[src/design/assert_macros.svh]
// ---------------------------------------------------------------------------
// Assertion macros
// Shared concurrent assertion forms for the burst detector design files.
// ---------------------------------------------------------------------------
`ifndef ASSERT_MACROS_SVH
`define ASSERT_MACROS_SVH

// Property that must hold at every clock edge outside reset.
`define ABD_ASSERT(lbl, clk, rst, prop) \
   lbl: assert property (@(posedge clk) disable iff (rst) (prop)) \
      else $error("burst detector assertion failed");

// Antecedent in one cycle implies consequent in the next.
`define ABD_ASSERT_NEXT(lbl, clk, rst, ante, cons) \
   lbl: assert property (@(posedge clk) disable iff (rst) (ante) |=> (cons)) \
      else $error("burst detector assertion failed");

`endif

[src/design/abd_pkg.sv]
// ---------------------------------------------------------------------------
// Burst detector package
// Types and constants shared by the burst detector modules.
// ---------------------------------------------------------------------------
package abd_pkg;

   localparam int unsigned CSR_INDEX_W = 2;
   localparam int unsigned CSR_DATA_W  = 32;

   localparam logic [CSR_INDEX_W-1:0] CSR_LOUD_THRESHOLD    = 2'd0;
   localparam logic [CSR_INDEX_W-1:0] CSR_COOLDOWN_MS       = 2'd1;
   localparam logic [CSR_INDEX_W-1:0] CSR_DOWNSAMPLE_FACTOR = 2'd2;
   localparam logic [CSR_INDEX_W-1:0] CSR_ACTIVE_START_MS   = 2'd3;

   localparam logic [15:0] RESET_LOUD_THRESHOLD    = 16'd362;
   localparam logic [15:0] RESET_COOLDOWN_MS       = 16'd50;
   localparam logic [7:0]  RESET_DOWNSAMPLE_FACTOR = 8'd22;

   localparam logic [31:0] MS_PER_SECOND = 32'd1000;

   // Reciprocal of 1000 scaled by 2^38. The top bits of the product with any
   // 32-bit value give that value divided by 1000, rounded down.
   localparam logic [28:0] SEC_RECIP       = 29'h1062_4DD3;
   localparam int unsigned SEC_RECIP_SHIFT = 38;

   localparam logic FUNC_SAMPLE     = 1'b0;
   localparam logic FUNC_TIME_CHECK = 1'b1;

   localparam logic KIND_RAW   = 1'b0;
   localparam logic KIND_EVENT = 1'b1;

   // Commands from the controller to the datapath.
   typedef struct packed {
      logic idle;          // ready for a new request
      logic sample_commit; // apply the held audio sample
      logic drop;          // close an event that has no loud samples
      logic div_start;     // start the divider on the mean square
      logic latch_sec;     // capture the event second from the reciprocal product
      logic root_start;    // start the square root on the mean
      logic emit_event;    // load the event record and close the event
   } abd_cmd_type;

   // Status from the datapath to the controller.
   typedef struct packed {
      logic req_taken;
      logic is_time_check;
      logic raw_due;
      logic close_due;
      logic loud_zero;
      logic out_free;
      logic div_busy;
      logic div_done;
      logic root_done;
   } abd_sts_type;

endpackage

[src/design/abd_if.sv]
// ---------------------------------------------------------------------------
// Burst detector channels
// Valid/ready channel interfaces for requests and responses.
// ---------------------------------------------------------------------------
interface abd_req_if;
   logic               valid;
   logic               ready;
   logic               func;
   logic signed [15:0] audio_sample;
   logic        [31:0] now_ms;

   modport source (output valid, output func, output audio_sample, output now_ms,
                   input ready);
   modport sink   (input valid, input func, input audio_sample, input now_ms,
                   output ready);
endinterface

interface abd_rsp_if;
   logic               valid;
   logic               ready;
   logic               kind;
   logic signed [15:0] raw_sample;
   logic        [31:0] event_start_ms;
   logic        [7:0]  event_second;
   logic        [7:0]  peak_level;
   logic        [7:0]  rms_level;
   logic        [15:0] duration_ms;

   modport source (output valid, output kind, output raw_sample, output event_start_ms,
                   output event_second, output peak_level, output rms_level,
                   output duration_ms, input ready);
   modport sink   (input valid, input kind, input raw_sample, input event_start_ms,
                   input event_second, input peak_level, input rms_level,
                   input duration_ms, output ready);
endinterface

[src/design/acoustic_burst_detector_core.sv]
// ---------------------------------------------------------------------------
// Acoustic burst detector core
// Loud-sound event detector with a decimated raw sample tap.
// ---------------------------------------------------------------------------
// An audio sample request is accepted in the idle state and then, in the
// execute state, updates the decimation counter, running peak and loud-event
// state, with the square of a loud sample folded into the 64-bit sum in the
// cycle that follows. A raw record is placed in the output register, and the
// block keeps accepting requests while that record waits; only a second
// record that finds the register still full holds its request until the
// transfer completes. A time check that closes an event with loud samples
// runs the one-bit-per-cycle divider for the mean square (64 steps) followed
// by the 32-step square root; the event second comes from a reciprocal
// multiplication and adds no time. A time check that closes nothing returns
// to idle from the execute state. No request is accepted while an event close
// is in progress. Configuration registers are written through the csr_ port;
// the user must write them only while idle, which the block does not enforce.

module acoustic_burst_detector_core (
   input  logic                             clock,
   input  logic                             reset,
   abd_req_if.sink                          req_ch,
   abd_rsp_if.source                        rsp_ch,
   input  logic                             csr_wr_en,
   input  logic [abd_pkg::CSR_INDEX_W-1:0]  csr_index,
   input  logic [abd_pkg::CSR_DATA_W-1:0]   csr_wr_data
);

   // Command and status between the sequencer and the datapath.
   abd_pkg::abd_cmd_type ctrl_cmd;
   abd_pkg::abd_sts_type dp_sts;

   // The controller decides when a request is taken, when each arithmetic
   // step starts and when a result may enter the output register.
   abd_ctrl u_ctrl (
      .clock (clock),
      .reset (reset),
      .sts   (dp_sts),
      .cmd   (ctrl_cmd)
   );

   // The datapath holds the configuration, the detector state, the
   // arithmetic units and the output register that drives the response
   // channel.
   abd_datapath u_datapath (
      .clock       (clock),
      .reset       (reset),
      .req_ch      (req_ch),
      .rsp_ch      (rsp_ch),
      .csr_wr_en   (csr_wr_en),
      .csr_index   (csr_index),
      .csr_wr_data (csr_wr_data),
      .cmd         (ctrl_cmd),
      .sts         (dp_sts)
   );

endmodule

[src/design/abd_divider.sv]
// ---------------------------------------------------------------------------
// Burst detector divider
// Restoring 64 by 32 bit divider, one quotient bit per cycle.
// ---------------------------------------------------------------------------
module abd_divider (
   input  logic        clock,
   input  logic        reset,
   input  logic        start,
   input  logic [63:0] dividend,
   input  logic [31:0] divisor,
   output logic        busy,
   output logic        done,
   output logic [63:0] quotient
);

   logic [63:0] quo_ff, quo_in;
   logic [31:0] rem_ff, rem_in;
   logic [31:0] dvs_ff, dvs_in;
   logic [5:0]  step_ff, step_in;
   logic        busy_ff, busy_in;
   logic        done_ff, done_in;
   logic [32:0] shifted;
   logic [32:0] diff;
   logic        fits;

   always_comb begin
      shifted = {rem_ff, quo_ff[63]};
      diff    = shifted - {1'b0, dvs_ff};
      fits    = (shifted >= {1'b0, dvs_ff});
      quo_in  = quo_ff;
      rem_in  = rem_ff;
      dvs_in  = dvs_ff;
      step_in = step_ff;
      busy_in = busy_ff;
      done_in = 1'b0;
      if (start) begin
         quo_in  = dividend;
         rem_in  = '0;
         dvs_in  = divisor;
         step_in = '0;
         busy_in = 1'b1;
      end else if (busy_ff) begin
         quo_in  = {quo_ff[62:0], fits};
         rem_in  = fits ? diff[31:0] : shifted[31:0];
         step_in = step_ff + 6'd1;
         if (step_ff == 6'd63) begin
            busy_in = 1'b0;
            done_in = 1'b1;
         end
      end
   end

   always_ff @(posedge clock) begin
      quo_ff <= quo_in;
      rem_ff <= rem_in;
      dvs_ff <= dvs_in;
      if (reset) begin
         step_ff <= '0;
         busy_ff <= 1'b0;
         done_ff <= 1'b0;
      end else begin
         step_ff <= step_in;
         busy_ff <= busy_in;
         done_ff <= done_in;
      end
   end

   assign busy     = busy_ff;
   assign done     = done_ff;
   assign quotient = quo_ff;

endmodule

[src/design/abd_isqrt.sv]
// ---------------------------------------------------------------------------
// Burst detector square root
// Digit-by-digit integer square root of a 64-bit value, two bits per cycle.
// ---------------------------------------------------------------------------
module abd_isqrt (
   input  logic        clock,
   input  logic        reset,
   input  logic        start,
   input  logic [63:0] radicand,
   output logic        done,
   output logic [31:0] root
);

   logic [63:0] rad_ff, rad_in;
   logic [33:0] rem_ff, rem_in;
   logic [31:0] root_ff, root_in;
   logic [4:0]  step_ff, step_in;
   logic        busy_ff, busy_in;
   logic        done_ff, done_in;
   logic [35:0] shifted;
   logic [35:0] trial;
   logic [35:0] diff;
   logic        fits;

   always_comb begin
      shifted = {rem_ff, rad_ff[63:62]};
      trial   = {2'b00, root_ff, 2'b01};
      diff    = shifted - trial;
      fits    = (shifted >= trial);
      rad_in  = rad_ff;
      rem_in  = rem_ff;
      root_in = root_ff;
      step_in = step_ff;
      busy_in = busy_ff;
      done_in = 1'b0;
      if (start) begin
         rad_in  = radicand;
         rem_in  = '0;
         root_in = '0;
         step_in = '0;
         busy_in = 1'b1;
      end else if (busy_ff) begin
         rad_in  = {rad_ff[61:0], 2'b00};
         rem_in  = fits ? diff[33:0] : shifted[33:0];
         root_in = {root_ff[30:0], fits};
         step_in = step_ff + 5'd1;
         if (step_ff == 5'd31) begin
            busy_in = 1'b0;
            done_in = 1'b1;
         end
      end
   end

   always_ff @(posedge clock) begin
      rad_ff  <= rad_in;
      rem_ff  <= rem_in;
      root_ff <= root_in;
      if (reset) begin
         step_ff <= '0;
         busy_ff <= 1'b0;
         done_ff <= 1'b0;
      end else begin
         step_ff <= step_in;
         busy_ff <= busy_in;
         done_ff <= done_in;
      end
   end

   assign done = done_ff;
   assign root = root_ff;

endmodule

[src/design/abd_datapath.sv]
// ---------------------------------------------------------------------------
// Burst detector datapath
// Configuration, detector state, request hold, output register and the
// divider and square root units.
// ---------------------------------------------------------------------------
`include "assert_macros.svh"

module abd_datapath (
   input  logic                                 clock,
   input  logic                                 reset,
   abd_req_if.sink                              req_ch,
   abd_rsp_if.source                            rsp_ch,
   input  logic                                 csr_wr_en,
   input  logic [abd_pkg::CSR_INDEX_W-1:0]      csr_index,
   input  logic [abd_pkg::CSR_DATA_W-1:0]       csr_wr_data,
   input  abd_pkg::abd_cmd_type                 cmd,
   output abd_pkg::abd_sts_type                 sts
);

   // Configuration registers
   logic [15:0] thr_ff, thr_in;
   logic [15:0] cool_ff, cool_in;
   logic [7:0]  dsf_ff, dsf_in;
   logic [31:0] act_ff, act_in;

   // Detector state
   logic        active_ff, active_in;
   logic [31:0] start_ff, start_in;
   logic [31:0] last_ff, last_in;
   logic [16:0] peak_ff, peak_in;
   logic [63:0] sum_ff, sum_in;
   logic [31:0] count_ff, count_in;
   logic [7:0]  dec_ff, dec_in;

   // Pending square accumulation
   logic        pend_ff, pend_in;
   logic [33:0] sq_ff, sq_in;

   // Held request
   logic               func_ff;
   logic signed [15:0] samp_ff;
   logic        [31:0] now_ff;

   // Event start relative to the active start, and the event second
   logic [31:0] sdiff_ff, sdiff_in;
   logic [7:0]  sec_ff, sec_in;

   // Output register
   logic               ovalid_ff, ovalid_in;
   logic               kind_ff, kind_in;
   logic signed [15:0] raw_ff, raw_in;
   logic        [31:0] estart_ff, estart_in;
   logic        [7:0]  esec_ff, esec_in;
   logic        [7:0]  peakl_ff, peakl_in;
   logic        [7:0]  rmsl_ff, rmsl_in;
   logic        [15:0] dur_ff, dur_in;

   logic        req_taken;
   logic [16:0] samp_ext;
   logic [16:0] mag;
   logic        loud;
   logic [7:0]  dec_inc;
   logic        raw_due;
   logic [31:0] quiet_ms;
   logic        out_free;
   logic [31:0] count_base;
   logic        count_room;
   logic [63:0] div_dividend;
   logic [31:0] div_divisor;
   logic [60:0] sec_prod;
   logic        div_busy;
   logic        div_done;
   logic [63:0] div_quo;
   logic        root_done;
   logic [31:0] root_val;
   logic [7:0]  peak_sat;
   logic [7:0]  rms_sat;

   assign req_ch.ready = cmd.idle;
   assign req_taken    = req_ch.valid && cmd.idle;

   assign samp_ext   = {samp_ff[15], samp_ff};
   assign mag        = samp_ff[15] ? (~samp_ext + 17'd1) : samp_ext;
   assign loud       = (mag > {1'b0, thr_ff});
   assign dec_inc    = dec_ff + 8'd1;
   assign raw_due    = (dec_inc >= dsf_ff);
   assign quiet_ms   = now_ff - last_ff;
   assign out_free   = !ovalid_ff || rsp_ch.ready;
   assign count_base = active_ff ? count_ff : 32'd0;
   assign count_room = (count_base != 32'hFFFF_FFFF);
   assign sdiff_in   = start_ff - act_ff;

   assign div_dividend = sum_ff;
   assign div_divisor  = count_ff;

   // The event second is the registered difference divided by 1000.
   assign sec_prod = 61'(sdiff_ff) * 61'(abd_pkg::SEC_RECIP);

   assign peak_sat = (peak_ff[16:15] != 2'b00) ? 8'hFF : peak_ff[14:7];
   assign rms_sat  = (root_val[31:15] != 17'd0) ? 8'hFF : root_val[14:7];

   abd_divider u_divider (
      .clock    (clock),
      .reset    (reset),
      .start    (cmd.div_start),
      .dividend (div_dividend),
      .divisor  (div_divisor),
      .busy     (div_busy),
      .done     (div_done),
      .quotient (div_quo)
   );

   abd_isqrt u_isqrt (
      .clock    (clock),
      .reset    (reset),
      .start    (cmd.root_start),
      .radicand (div_quo),
      .done     (root_done),
      .root     (root_val)
   );

   always_comb begin
      sts.req_taken     = req_taken;
      sts.is_time_check = (func_ff == abd_pkg::FUNC_TIME_CHECK);
      sts.raw_due       = raw_due;
      sts.close_due     = active_ff && (quiet_ms > {16'd0, cool_ff});
      sts.loud_zero     = (count_ff == 32'd0);
      sts.out_free      = out_free;
      sts.div_busy      = div_busy;
      sts.div_done      = div_done;
      sts.root_done     = root_done;
   end

   // Configuration writes
   always_comb begin
      thr_in  = thr_ff;
      cool_in = cool_ff;
      dsf_in  = dsf_ff;
      act_in  = act_ff;
      if (csr_wr_en) begin
         case (csr_index)
            abd_pkg::CSR_LOUD_THRESHOLD:    thr_in  = csr_wr_data[15:0];
            abd_pkg::CSR_COOLDOWN_MS:       cool_in = csr_wr_data[15:0];
            abd_pkg::CSR_DOWNSAMPLE_FACTOR: dsf_in  = csr_wr_data[7:0];
            abd_pkg::CSR_ACTIVE_START_MS:   act_in  = csr_wr_data[31:0];
            default: begin
            end
         endcase
      end
   end

   // Detector state updates
   always_comb begin
      active_in = active_ff;
      start_in  = start_ff;
      last_in   = last_ff;
      peak_in   = peak_ff;
      sum_in    = sum_ff;
      count_in  = count_ff;
      dec_in    = dec_ff;
      pend_in   = 1'b0;
      sq_in     = 34'(mag) * 34'(mag);
      sec_in    = sec_ff;

      // The square of the previous loud sample lands in the cycle after its commit.
      if (pend_ff) begin
         sum_in = sum_ff + {30'd0, sq_ff};
      end

      if (cmd.sample_commit) begin
         dec_in = raw_due ? 8'd0 : dec_inc;
         if (mag > peak_ff) begin
            peak_in = mag;
         end
         if (loud) begin
            last_in = now_ff;
            if (!active_ff) begin
               active_in = 1'b1;
               start_in  = now_ff;
               sum_in    = '0;
            end
            count_in = count_base;
            if (count_room) begin
               count_in = count_base + 32'd1;
               pend_in  = 1'b1;
            end
         end
      end

      if (cmd.latch_sec) begin
         sec_in = sec_prod[abd_pkg::SEC_RECIP_SHIFT +: 8];
      end

      if (cmd.drop || cmd.emit_event) begin
         active_in = 1'b0;
         peak_in   = '0;
      end
   end

   // Output register
   always_comb begin
      ovalid_in = ovalid_ff && !rsp_ch.ready;
      kind_in   = kind_ff;
      raw_in    = raw_ff;
      estart_in = estart_ff;
      esec_in   = esec_ff;
      peakl_in  = peakl_ff;
      rmsl_in   = rmsl_ff;
      dur_in    = dur_ff;
      if (cmd.sample_commit && raw_due) begin
         ovalid_in = 1'b1;
         kind_in   = abd_pkg::KIND_RAW;
         raw_in    = samp_ff;
         estart_in = '0;
         esec_in   = '0;
         peakl_in  = '0;
         rmsl_in   = '0;
         dur_in    = '0;
      end else if (cmd.emit_event) begin
         ovalid_in = 1'b1;
         kind_in   = abd_pkg::KIND_EVENT;
         raw_in    = '0;
         estart_in = start_ff;
         esec_in   = sec_ff;
         peakl_in  = peak_sat;
         rmsl_in   = rms_sat;
         dur_in    = last_ff[15:0] - start_ff[15:0];
      end
   end

   always_ff @(posedge clock) begin
      if (req_taken) begin
         func_ff <= req_ch.func;
         samp_ff <= req_ch.audio_sample;
         now_ff  <= req_ch.now_ms;
      end
      sq_ff     <= sq_in;
      sdiff_ff  <= sdiff_in;
      sec_ff    <= sec_in;
      kind_ff   <= kind_in;
      raw_ff    <= raw_in;
      estart_ff <= estart_in;
      esec_ff   <= esec_in;
      peakl_ff  <= peakl_in;
      rmsl_ff   <= rmsl_in;
      dur_ff    <= dur_in;
      if (reset) begin
         thr_ff    <= abd_pkg::RESET_LOUD_THRESHOLD;
         cool_ff   <= abd_pkg::RESET_COOLDOWN_MS;
         dsf_ff    <= abd_pkg::RESET_DOWNSAMPLE_FACTOR;
         act_ff    <= '0;
         active_ff <= 1'b0;
         start_ff  <= '0;
         last_ff   <= '0;
         peak_ff   <= '0;
         sum_ff    <= '0;
         count_ff  <= '0;
         dec_ff    <= '0;
         pend_ff   <= 1'b0;
         ovalid_ff <= 1'b0;
      end else begin
         thr_ff    <= thr_in;
         cool_ff   <= cool_in;
         dsf_ff    <= dsf_in;
         act_ff    <= act_in;
         active_ff <= active_in;
         start_ff  <= start_in;
         last_ff   <= last_in;
         peak_ff   <= peak_in;
         sum_ff    <= sum_in;
         count_ff  <= count_in;
         dec_ff    <= dec_in;
         pend_ff   <= pend_in;
         ovalid_ff <= ovalid_in;
      end
   end

   assign rsp_ch.valid          = ovalid_ff;
   assign rsp_ch.kind           = kind_ff;
   assign rsp_ch.raw_sample     = raw_ff;
   assign rsp_ch.event_start_ms = estart_ff;
   assign rsp_ch.event_second   = esec_ff;
   assign rsp_ch.peak_level     = peakl_ff;
   assign rsp_ch.rms_level      = rmsl_ff;
   assign rsp_ch.duration_ms    = dur_ff;

   // A pending square always follows a committed loud sample with count room, inside an open event.
   `ABD_ASSERT_NEXT(a_pend_after_commit, clock, reset, cmd.sample_commit && loud && count_room, pend_ff && active_ff)
   // Only an open event with loud samples is ever reported.
   `ABD_ASSERT(a_emit_needs_event, clock, reset, !cmd.emit_event || (active_ff && count_ff != 32'd0))

endmodule

[src/design/abd_ctrl.sv]
// ---------------------------------------------------------------------------
// Burst detector controller
// Sequences request execution, event close arithmetic and result loading.
// ---------------------------------------------------------------------------
`include "assert_macros.svh"

module abd_ctrl (
   input  logic                 clock,
   input  logic                 reset,
   input  abd_pkg::abd_sts_type sts,
   output abd_pkg::abd_cmd_type cmd
);

   localparam logic [2:0] ST_IDLE     = 3'd0;
   localparam logic [2:0] ST_EXEC     = 3'd1;
   localparam logic [2:0] ST_DIV_MEAN = 3'd2;
   localparam logic [2:0] ST_ROOT     = 3'd3;
   localparam logic [2:0] ST_EMIT     = 3'd4;

   logic [2:0] state_ff, state_in;

   always_comb begin
      cmd      = '0;
      state_in = state_ff;
      case (state_ff)
         ST_IDLE: begin
            cmd.idle = 1'b1;
            if (sts.req_taken) begin
               state_in = ST_EXEC;
            end
         end
         ST_EXEC: begin
            if (!sts.is_time_check) begin
               // A raw record waits here until the output register frees up.
               if (!sts.raw_due || sts.out_free) begin
                  cmd.sample_commit = 1'b1;
                  state_in          = ST_IDLE;
               end
            end else if (!sts.close_due) begin
               state_in = ST_IDLE;
            end else if (sts.loud_zero) begin
               cmd.drop = 1'b1;
               state_in = ST_IDLE;
            end else begin
               cmd.div_start = 1'b1;
               state_in      = ST_DIV_MEAN;
            end
         end
         ST_DIV_MEAN: begin
            if (sts.div_done) begin
               cmd.latch_sec  = 1'b1;
               cmd.root_start = 1'b1;
               state_in       = ST_ROOT;
            end
         end
         ST_ROOT: begin
            if (sts.root_done) begin
               state_in = ST_EMIT;
            end
         end
         ST_EMIT: begin
            if (sts.out_free) begin
               cmd.emit_event = 1'b1;
               state_in       = ST_IDLE;
            end
         end
         default: begin
            state_in = ST_IDLE;
         end
      endcase
   end

   always_ff @(posedge clock) begin
      if (reset) begin
         state_ff <= ST_IDLE;
      end else begin
         state_ff <= state_in;
      end
   end

   // The divider only runs while the mean square division is in progress.
   `ABD_ASSERT(a_div_owned, clock, reset, !sts.div_busy || state_ff == ST_DIV_MEAN)
   // An event record is loaded only into a free output register.
   `ABD_ASSERT(a_emit_free, clock, reset, !cmd.emit_event || sts.out_free)

endmodule
[src/flat_wrapper.sv]
// flat-port wrapper written by rule: the top's interface ports become plain ports
module acoustic_burst_detector_core_flat 
  (clock, reset, csr_wr_en, csr_index, csr_wr_data, req_ch_valid, req_ch_func, req_ch_audio_sample, req_ch_now_ms, req_ch_ready, rsp_ch_valid, rsp_ch_kind, rsp_ch_raw_sample, rsp_ch_event_start_ms, rsp_ch_event_second, rsp_ch_peak_level, rsp_ch_rms_level, rsp_ch_duration_ms, rsp_ch_ready);
  abd_req_if req_ch_i ();
  abd_rsp_if rsp_ch_i ();
  input  logic clock;
  input  logic reset;
  input  logic csr_wr_en;
  input  logic [abd_pkg::CSR_INDEX_W-1:0] csr_index;
  input  logic [abd_pkg::CSR_DATA_W-1:0] csr_wr_data;
  input wire logic [$bits(req_ch_i.valid)-1:0] req_ch_valid;
  input wire logic [$bits(req_ch_i.func)-1:0] req_ch_func;
  input wire logic [$bits(req_ch_i.audio_sample)-1:0] req_ch_audio_sample;
  input wire logic [$bits(req_ch_i.now_ms)-1:0] req_ch_now_ms;
  output wire logic [$bits(req_ch_i.ready)-1:0] req_ch_ready;
  output wire logic [$bits(rsp_ch_i.valid)-1:0] rsp_ch_valid;
  output wire logic [$bits(rsp_ch_i.kind)-1:0] rsp_ch_kind;
  output wire logic [$bits(rsp_ch_i.raw_sample)-1:0] rsp_ch_raw_sample;
  output wire logic [$bits(rsp_ch_i.event_start_ms)-1:0] rsp_ch_event_start_ms;
  output wire logic [$bits(rsp_ch_i.event_second)-1:0] rsp_ch_event_second;
  output wire logic [$bits(rsp_ch_i.peak_level)-1:0] rsp_ch_peak_level;
  output wire logic [$bits(rsp_ch_i.rms_level)-1:0] rsp_ch_rms_level;
  output wire logic [$bits(rsp_ch_i.duration_ms)-1:0] rsp_ch_duration_ms;
  input wire logic [$bits(rsp_ch_i.ready)-1:0] rsp_ch_ready;
  assign req_ch_i.valid = req_ch_valid;
  assign req_ch_i.func = req_ch_func;
  assign req_ch_i.audio_sample = req_ch_audio_sample;
  assign req_ch_i.now_ms = req_ch_now_ms;
  assign req_ch_ready = req_ch_i.ready;
  assign rsp_ch_valid = rsp_ch_i.valid;
  assign rsp_ch_kind = rsp_ch_i.kind;
  assign rsp_ch_raw_sample = rsp_ch_i.raw_sample;
  assign rsp_ch_event_start_ms = rsp_ch_i.event_start_ms;
  assign rsp_ch_event_second = rsp_ch_i.event_second;
  assign rsp_ch_peak_level = rsp_ch_i.peak_level;
  assign rsp_ch_rms_level = rsp_ch_i.rms_level;
  assign rsp_ch_duration_ms = rsp_ch_i.duration_ms;
  assign rsp_ch_i.ready = rsp_ch_ready;
  acoustic_burst_detector_core u_core (.clock(clock), .reset(reset), .req_ch(req_ch_i), .rsp_ch(rsp_ch_i), .csr_wr_en(csr_wr_en), .csr_index(csr_index), .csr_wr_data(csr_wr_data));
endmodule
[config.mk]
export PLATFORM = sky130hd
export DESIGN_NAME = acoustic_burst_detector_core_flat
export DESIGN_NICKNAME = d
export VERILOG_FILES = /design/src/design/abd_pkg.sv /design/src/design/abd_if.sv /design/src/design/acoustic_burst_detector_core.sv /design/src/design/abd_divider.sv /design/src/design/abd_isqrt.sv /design/src/design/abd_datapath.sv /design/src/design/abd_ctrl.sv /design/src/flat_wrapper.sv
export VERILOG_INCLUDE_DIRS = /design/src /design/src/design
export SDC_FILE = /design/constraint.sdc
export NUM_CORES = 2
export LEC_CHECK = 0
export BUFFER_PORTS_ARGS = -buffer_cell sky130_fd_sc_hd__buf_2
export CAP_MARGIN = 20
export CORE_AREA = 2 2 347 315
export CTS_CLUSTER_DIAMETER = 100
export CTS_CLUSTER_SIZE = 8
export DETAILED_ROUTE_END_ITERATION = 16
export DIE_AREA = 0 0 349 317
export PLACE_DENSITY = 0.71
export SYNTH_ARGS = -nofsm -noshare
export SYNTH_HDL_FRONTEND = slang
export SYNTH_HIERARCHICAL = 1
export SYNTH_SLANG_ARGS = --single-unit
[constraint.sdc]
create_clock -name clock -period 10.39 [get_ports clock]
set_clock_uncertainty 0.05 [all_clocks]
set_input_delay 0.5195 -clock clock [delete_from_list [all_inputs] [get_ports clock]]
set_output_delay 0.5195 -clock clock [all_outputs]
set_load 0.02 [all_outputs]
# [Word level (Yosys, flattened, before mapping)]
# Index checks and enable logic that the tools add are counted.
[word_totals] word_cells=161 in_bits=88 output_inout_bits=91 regBits=748
[classes] multipliers=2 bitwise=6 eq_ne=15 n_lt_le_gt_ge=6 muxes=50 addsub=11 n_reduce_logical=32
[ops] op="$mux W64" n=8
[ops] op="$mux W32" n=3
[ops] op="$sub A32 B32 Y32" n=3
[ops] op="$add A64 B34 Y64" n=1
[ops] op="$mul A32 B29 Y46 const B" n=1
[ops] op="$ge A36 B34 Y1" n=1
[ops] op="$mul A17 B17 Y34" n=1
[ops] op="$mux W34" n=1
[ops] op="$sub A34 B34 Y34" n=1
[ops] op="$ge A33 B32 Y1" n=1
[ops] op="$add A32 B1 Y32 const B" n=1
[ops] op="$gt A32 B16 Y1" n=1
[ops] op="$logic_not A32 Y1" n=1
[ops] op="$mux W16" n=2
[ops] op="$ne A32 B32 Y1 const B" n=1
[ops] op="$mux W3" n=8
[ops] op="$mux W8" n=3
[ops] op="$mux W1" n=18
[ops] op="$add A17 B1 Y17 const B" n=1
[ops] op="$gt A17 B16 Y1" n=1
[ops] op="$gt A17 B17 Y1" n=1
[ops] op="$mux W17" n=1
[ops] op="$not A17 Y17" n=1
[ops] op="$reduce_bool A17 Y1" n=1
[ops] op="other kinds (28)" n=60

# [Depth between registers and ports, before layout]
[logic_depth] word_depth=9 mapped_depth=31 mapped_depth_nobuf=30

# [Hierarchy]
# The synthesis kept the hierarchy.
[modules_own_cells] module="abd_datapath" area_per_inst_um2=43355.3 instances=1 seq_area_each_um2=10159.7 cells_each=4772
[modules_own_cells] module="abd_isqrt" area_per_inst_um2=7514.7 instances=1 seq_area_each_um2=3383.2 cells_each=744
[modules_own_cells] module="abd_divider" area_per_inst_um2=7428.4 instances=1 seq_area_each_um2=3683.5 cells_each=698
[modules_own_cells] module="abd_ctrl" area_per_inst_um2=246.5 instances=1 seq_area_each_um2=60.1 cells_each=31

# [Least setup slack after synthesis]
# OpenSTA, ideal clock, no wires.
[synth_timing] path_type="register -> register" from="reg u_core.u_datapath.now_ff[0]" to="reg u_core.u_datapath.u_divider.quo_ff[0], in the netlist u_core/u_datapath/u_divider/quotient[0] (enable)" t_required_ns=9.916 period_less_slack_ns=9.013 setup_slack_ns=1.377 path_stages_with_launch=28 setup_time_ns=0.424 arrival_time_ns=8.539 n_path_buf=1 path_cell_list="edfxtp_1 inv_1 ha_1 inv_1 fa_1 a211oi_1 o211ai_1 nand4_1 and2_1 nor2b_1 o21a_1 nor2_1 xnor2_1 ha_1 nand3_1 or3_1 o21ai_0 a211oi_1 o2111ai_1 a2111oi_0 nand4_1 nor4b_2 o22ai_1 nand2_1 nor4_1 clkbuf_1 inv_1 nand2_1"
[synth_rtl] element="start: declaration" line_no="abd_datapath.sv:42" text="logic [31:0] now_ff;"
[synth_rtl] element="start signal: assignment" line_no="abd_datapath.sv:235" text="now_ff <= req_ch.now_ms;"
[synth_rtl] element="end signal: assignment" line_no="abd_divider.sv:54" text="quo_ff <= quo_in;"
[synth_rtl] element="end: declaration" line_no="abd_divider.sv:16" text="logic [63:0] quo_ff, quo_in;"

# [Worst setup path in the final report]
[layout_timing] from="reg u_core.u_datapath.samp_ff[3]" to="reg u_core.u_datapath.sq_ff[30]"
[layout_between] elab_chain_cells=4
[layout_rtl] element="start: declaration" line_no="abd_datapath.sv:41" text="logic signed [15:0] samp_ff;"
[layout_rtl] element="start signal: assignment" line_no="abd_datapath.sv:234" text="samp_ff <= req_ch.audio_sample;"
[layout_rtl] element="$not A17 Y17" line_no="abd_datapath.sv:83" text="assign mag = samp_ff[15] ? (~samp_ext + 17'd1) : samp_ext;"
[layout_rtl] element="$add A17 B1 Y17" line_no="abd_datapath.sv:83"
[layout_rtl] element="$mux W17 *" line_no="abd_datapath.sv:83"
[layout_rtl] element="$mul A17 B17 Y34 *" line_no="abd_datapath.sv:162" text="sq_in = 34'(mag) * 34'(mag);"
[layout_rtl] element="net u_core.u_datapath.sq_in[30]" line_no="abd_datapath.sv:37" text="logic [33:0] sq_ff, sq_in;"
[layout_rtl] element="end signal: assignment" line_no="abd_datapath.sv:237" text="sq_ff <= sq_in;"
[layout_rtl] element="end: declaration" line_no="abd_datapath.sv:37"
# The timed path passes the listed nets; every way through them passes the cells marked *.
# A chain may end at the register's enable or synchronous reset.

==> impl_results.md <==
- Status: complete, no violations
- CTS root buffer: clkbuf_16
- Final hold slack: 0.04128 ns
- Worst R2R Setup Slack: 1.54 ns
- DRC: 0
- All-Layer GR Usage: 26.03%
- Critical Path Source: u_core/u_datapath/samp_ff[3]
- GRT Residual Overflow: 0
- Antenna Nets Post-Route: 0
- I/O pin cnt: 179
- Die width: 349 µm
- Rel. slew slack: 32.34%
- Crit Path Class: flop to flop
- Final hold viol count: 0
- Final Instance Area: 0.06457 mm²
- R2R cell count: 29
- 1st-iter DRT viols: 3109
- Worst Setup End Kind: flop
- Starting Density: 54.79%
- Rows: 114
- CTS tree: built
- Share of cells above drive strength 1: 8.211%
- Sink Count: 747
- Post-Synthesis Cell Area: 0.05854 mm²
- Die height: 317 µm
- # nets final: 7681
- WL per Instance: 18.01 µm
- Yosys Warn Count: 6
- Data required, critical path: 10.98 ns
- Maximum fanout along the worst path: 13
- PortBufs: 178
- Synthesized area per cell: 9.375 µm²
- Critical Path Max Stage Delay: 0.55 ns
- CP startpoint kind: flop
- Fill count: 9070
- Core footprint: 0.1068 mm²
- Bufs on Longest Clock Path: 3
- Final Cycle Share: 85.19%
- Critical Path AT: 9.44 ns
- CTS H-tree depth: 3
- FF-to-FF Start: u_core/u_datapath/samp_ff[3]
- Initial antenna violation count: 10
- Final Wtd Congestion: 0.9261
- Worst Setup EP: u_core/u_datapath/sq_ff[30]
- Worst R2R End: u_core/u_datapath/sq_ff[30]
- Die area: 0.1106 mm²
- CTS buffer count: 104
- Worst Hold Class: primary input to flop
- Via count: 44066
- Critical-path top delay cell: fa_1
- # setup viols final: 0
- Cts repair resizes: 0
- Post-synthesis cell count: 6244
- Final wirelength: 142800 µm
- TritonRoute pass-1 iters: 6
- Fin Setup TNS: 0 ns
- Vias in the first global route: 44190
- Max Cap Violations: 0
- DP HPWL: 107500 µm
- RSZ-0062 raised after global routing: false
- Slew @ Worst Pin: 1.015 ns
- Global-route wire length before repair: 232000 µm
- CTS clk-pin slew, worst paths: 0.05 ns
- Max Transition Viols Final: 0
- Syn-to-layout area delta: 10.30%
- Pin count of the biggest net entering global routing: 82
- Post-CTS Setup Inserts: 0
- Placed Area: 0.06078 mm²
- Util after Layout: 60.44%
- Clock latency at the later pin of the worst-skew pair: 0.74 ns
- DR vias/cell: 5.558
- Min Tclk post-route: 8.851 ns
- Peak Freq: 0.1130 GHz
through the flow:
step | cells | worst slack, ns
6_report | 7929 | 1.539
5_1_grt | 7928 | 1.005
3_5_place_dp | 7679 | 1.657
2_1_floorplan | 6279 | 1.377
3_3_place_gp | 7679 | 1.879
4_1_cts | 7918 | 1.594
worst min-delay path by stage:
stage                                  start                             to  slack [ns]  cells past startpoint
6_report                     csr_wr_data[15]   u_core/u_datapath/act_ff[15]        0.04                      3
5_1_grt                       csr_wr_data[4]   u_core/u_datapath/cool_ff[4]        0.02                      2
4_1_cts                       csr_wr_data[4]   u_core/u_datapath/cool_ff[4]       0.001                      2
3_5_place_dp    u_core/u_datapath/cool_ff[9]   u_core/u_datapath/cool_ff[9]        0.40                      2
3_3_place_gp   u_core/u_datapath/last_ff[27]  u_core/u_datapath/last_ff[27]        0.39                      2
2_1_floorplan   u_core/u_datapath/samp_ff[0]     u_core/u_datapath/sq_ff[0]        0.32                      0
flip-flops by register name, indices dropped and copies added, names as in the netlist, 33 cells and up:
signal                                cells
u_core/u_datapath/sq_ff                  33
u_core/u_datapath/div_dividend           64
u_core/u_datapath/u_divider/quotient     64
u_core/u_datapath/u_isqrt/rem_ff         34
u_core/u_datapath/u_isqrt/rad_ff         64
per-layer routing:
layer / part of all wire (%) / track usage, % / wire [µm]
met3: 6.1 / 4.393 / 8713
met2: 45 / 40.96 / 64040
met1: 46 / 36.74 / 65880
met5: 0 / 0 / 0
met4: 2.9 / 8.248 / 4139
cell usage in the layout, fill, tap and decap left out, types with 79 or more instances in the layout:
master     count
mux2_2       128
edfxtp_1     233
xnor2_1      179
a21oi_1      348
nand2_1      594
xor2_1        79
nor2_1       469
inv_1       1069
mux2i_1      120
fa_1         475
dfxtp_1      511
buf_2        177
nand3_1       89
ha_1         654
a21o_1       107
o21ai_0      137
clkbuf_16    104
area by class of cell:
class | instances | area (µm²) | share of cell area [%]
inverters | 1074 | 4033 | 6.246
multi-input cells | 4253 | 36560 | 56.62
clock buffers | 160 | 2813 | 4.356
clock inverters | 10 | 230.2 | 0.3566
flip-flops and latches | 747 | 17290 | 26.78
diodes | 9 | 22.52 | 0.03488
repair buffers | 284 | 1878 | 2.909
well taps | 1392 | 1742 | 2.697
what timing repair did:
action                                  in CTS  in global routing
hold buffers                                69                  0
endpoints found under the setup margin       0                  0
endpoints found under the hold margin       78                  0
worst max-delay path, delay by kind of cell (launching register included):
| family | cells | cell delay [ns] |
|---|---|---|
| fa+ha+maj | 7 | 3.48 |
| simple gates | 7 | 1.95 |
| compound gates | 7 | 1.56 |
| buf+inv | 6 | 0.69 |
| xor+xnor | 2 | 0.59 |
| flops | 1 | 0.45 |
Power is not shown: default switching activity piles up to over one toggle a cycle in this logic, so the estimate is an artifact.
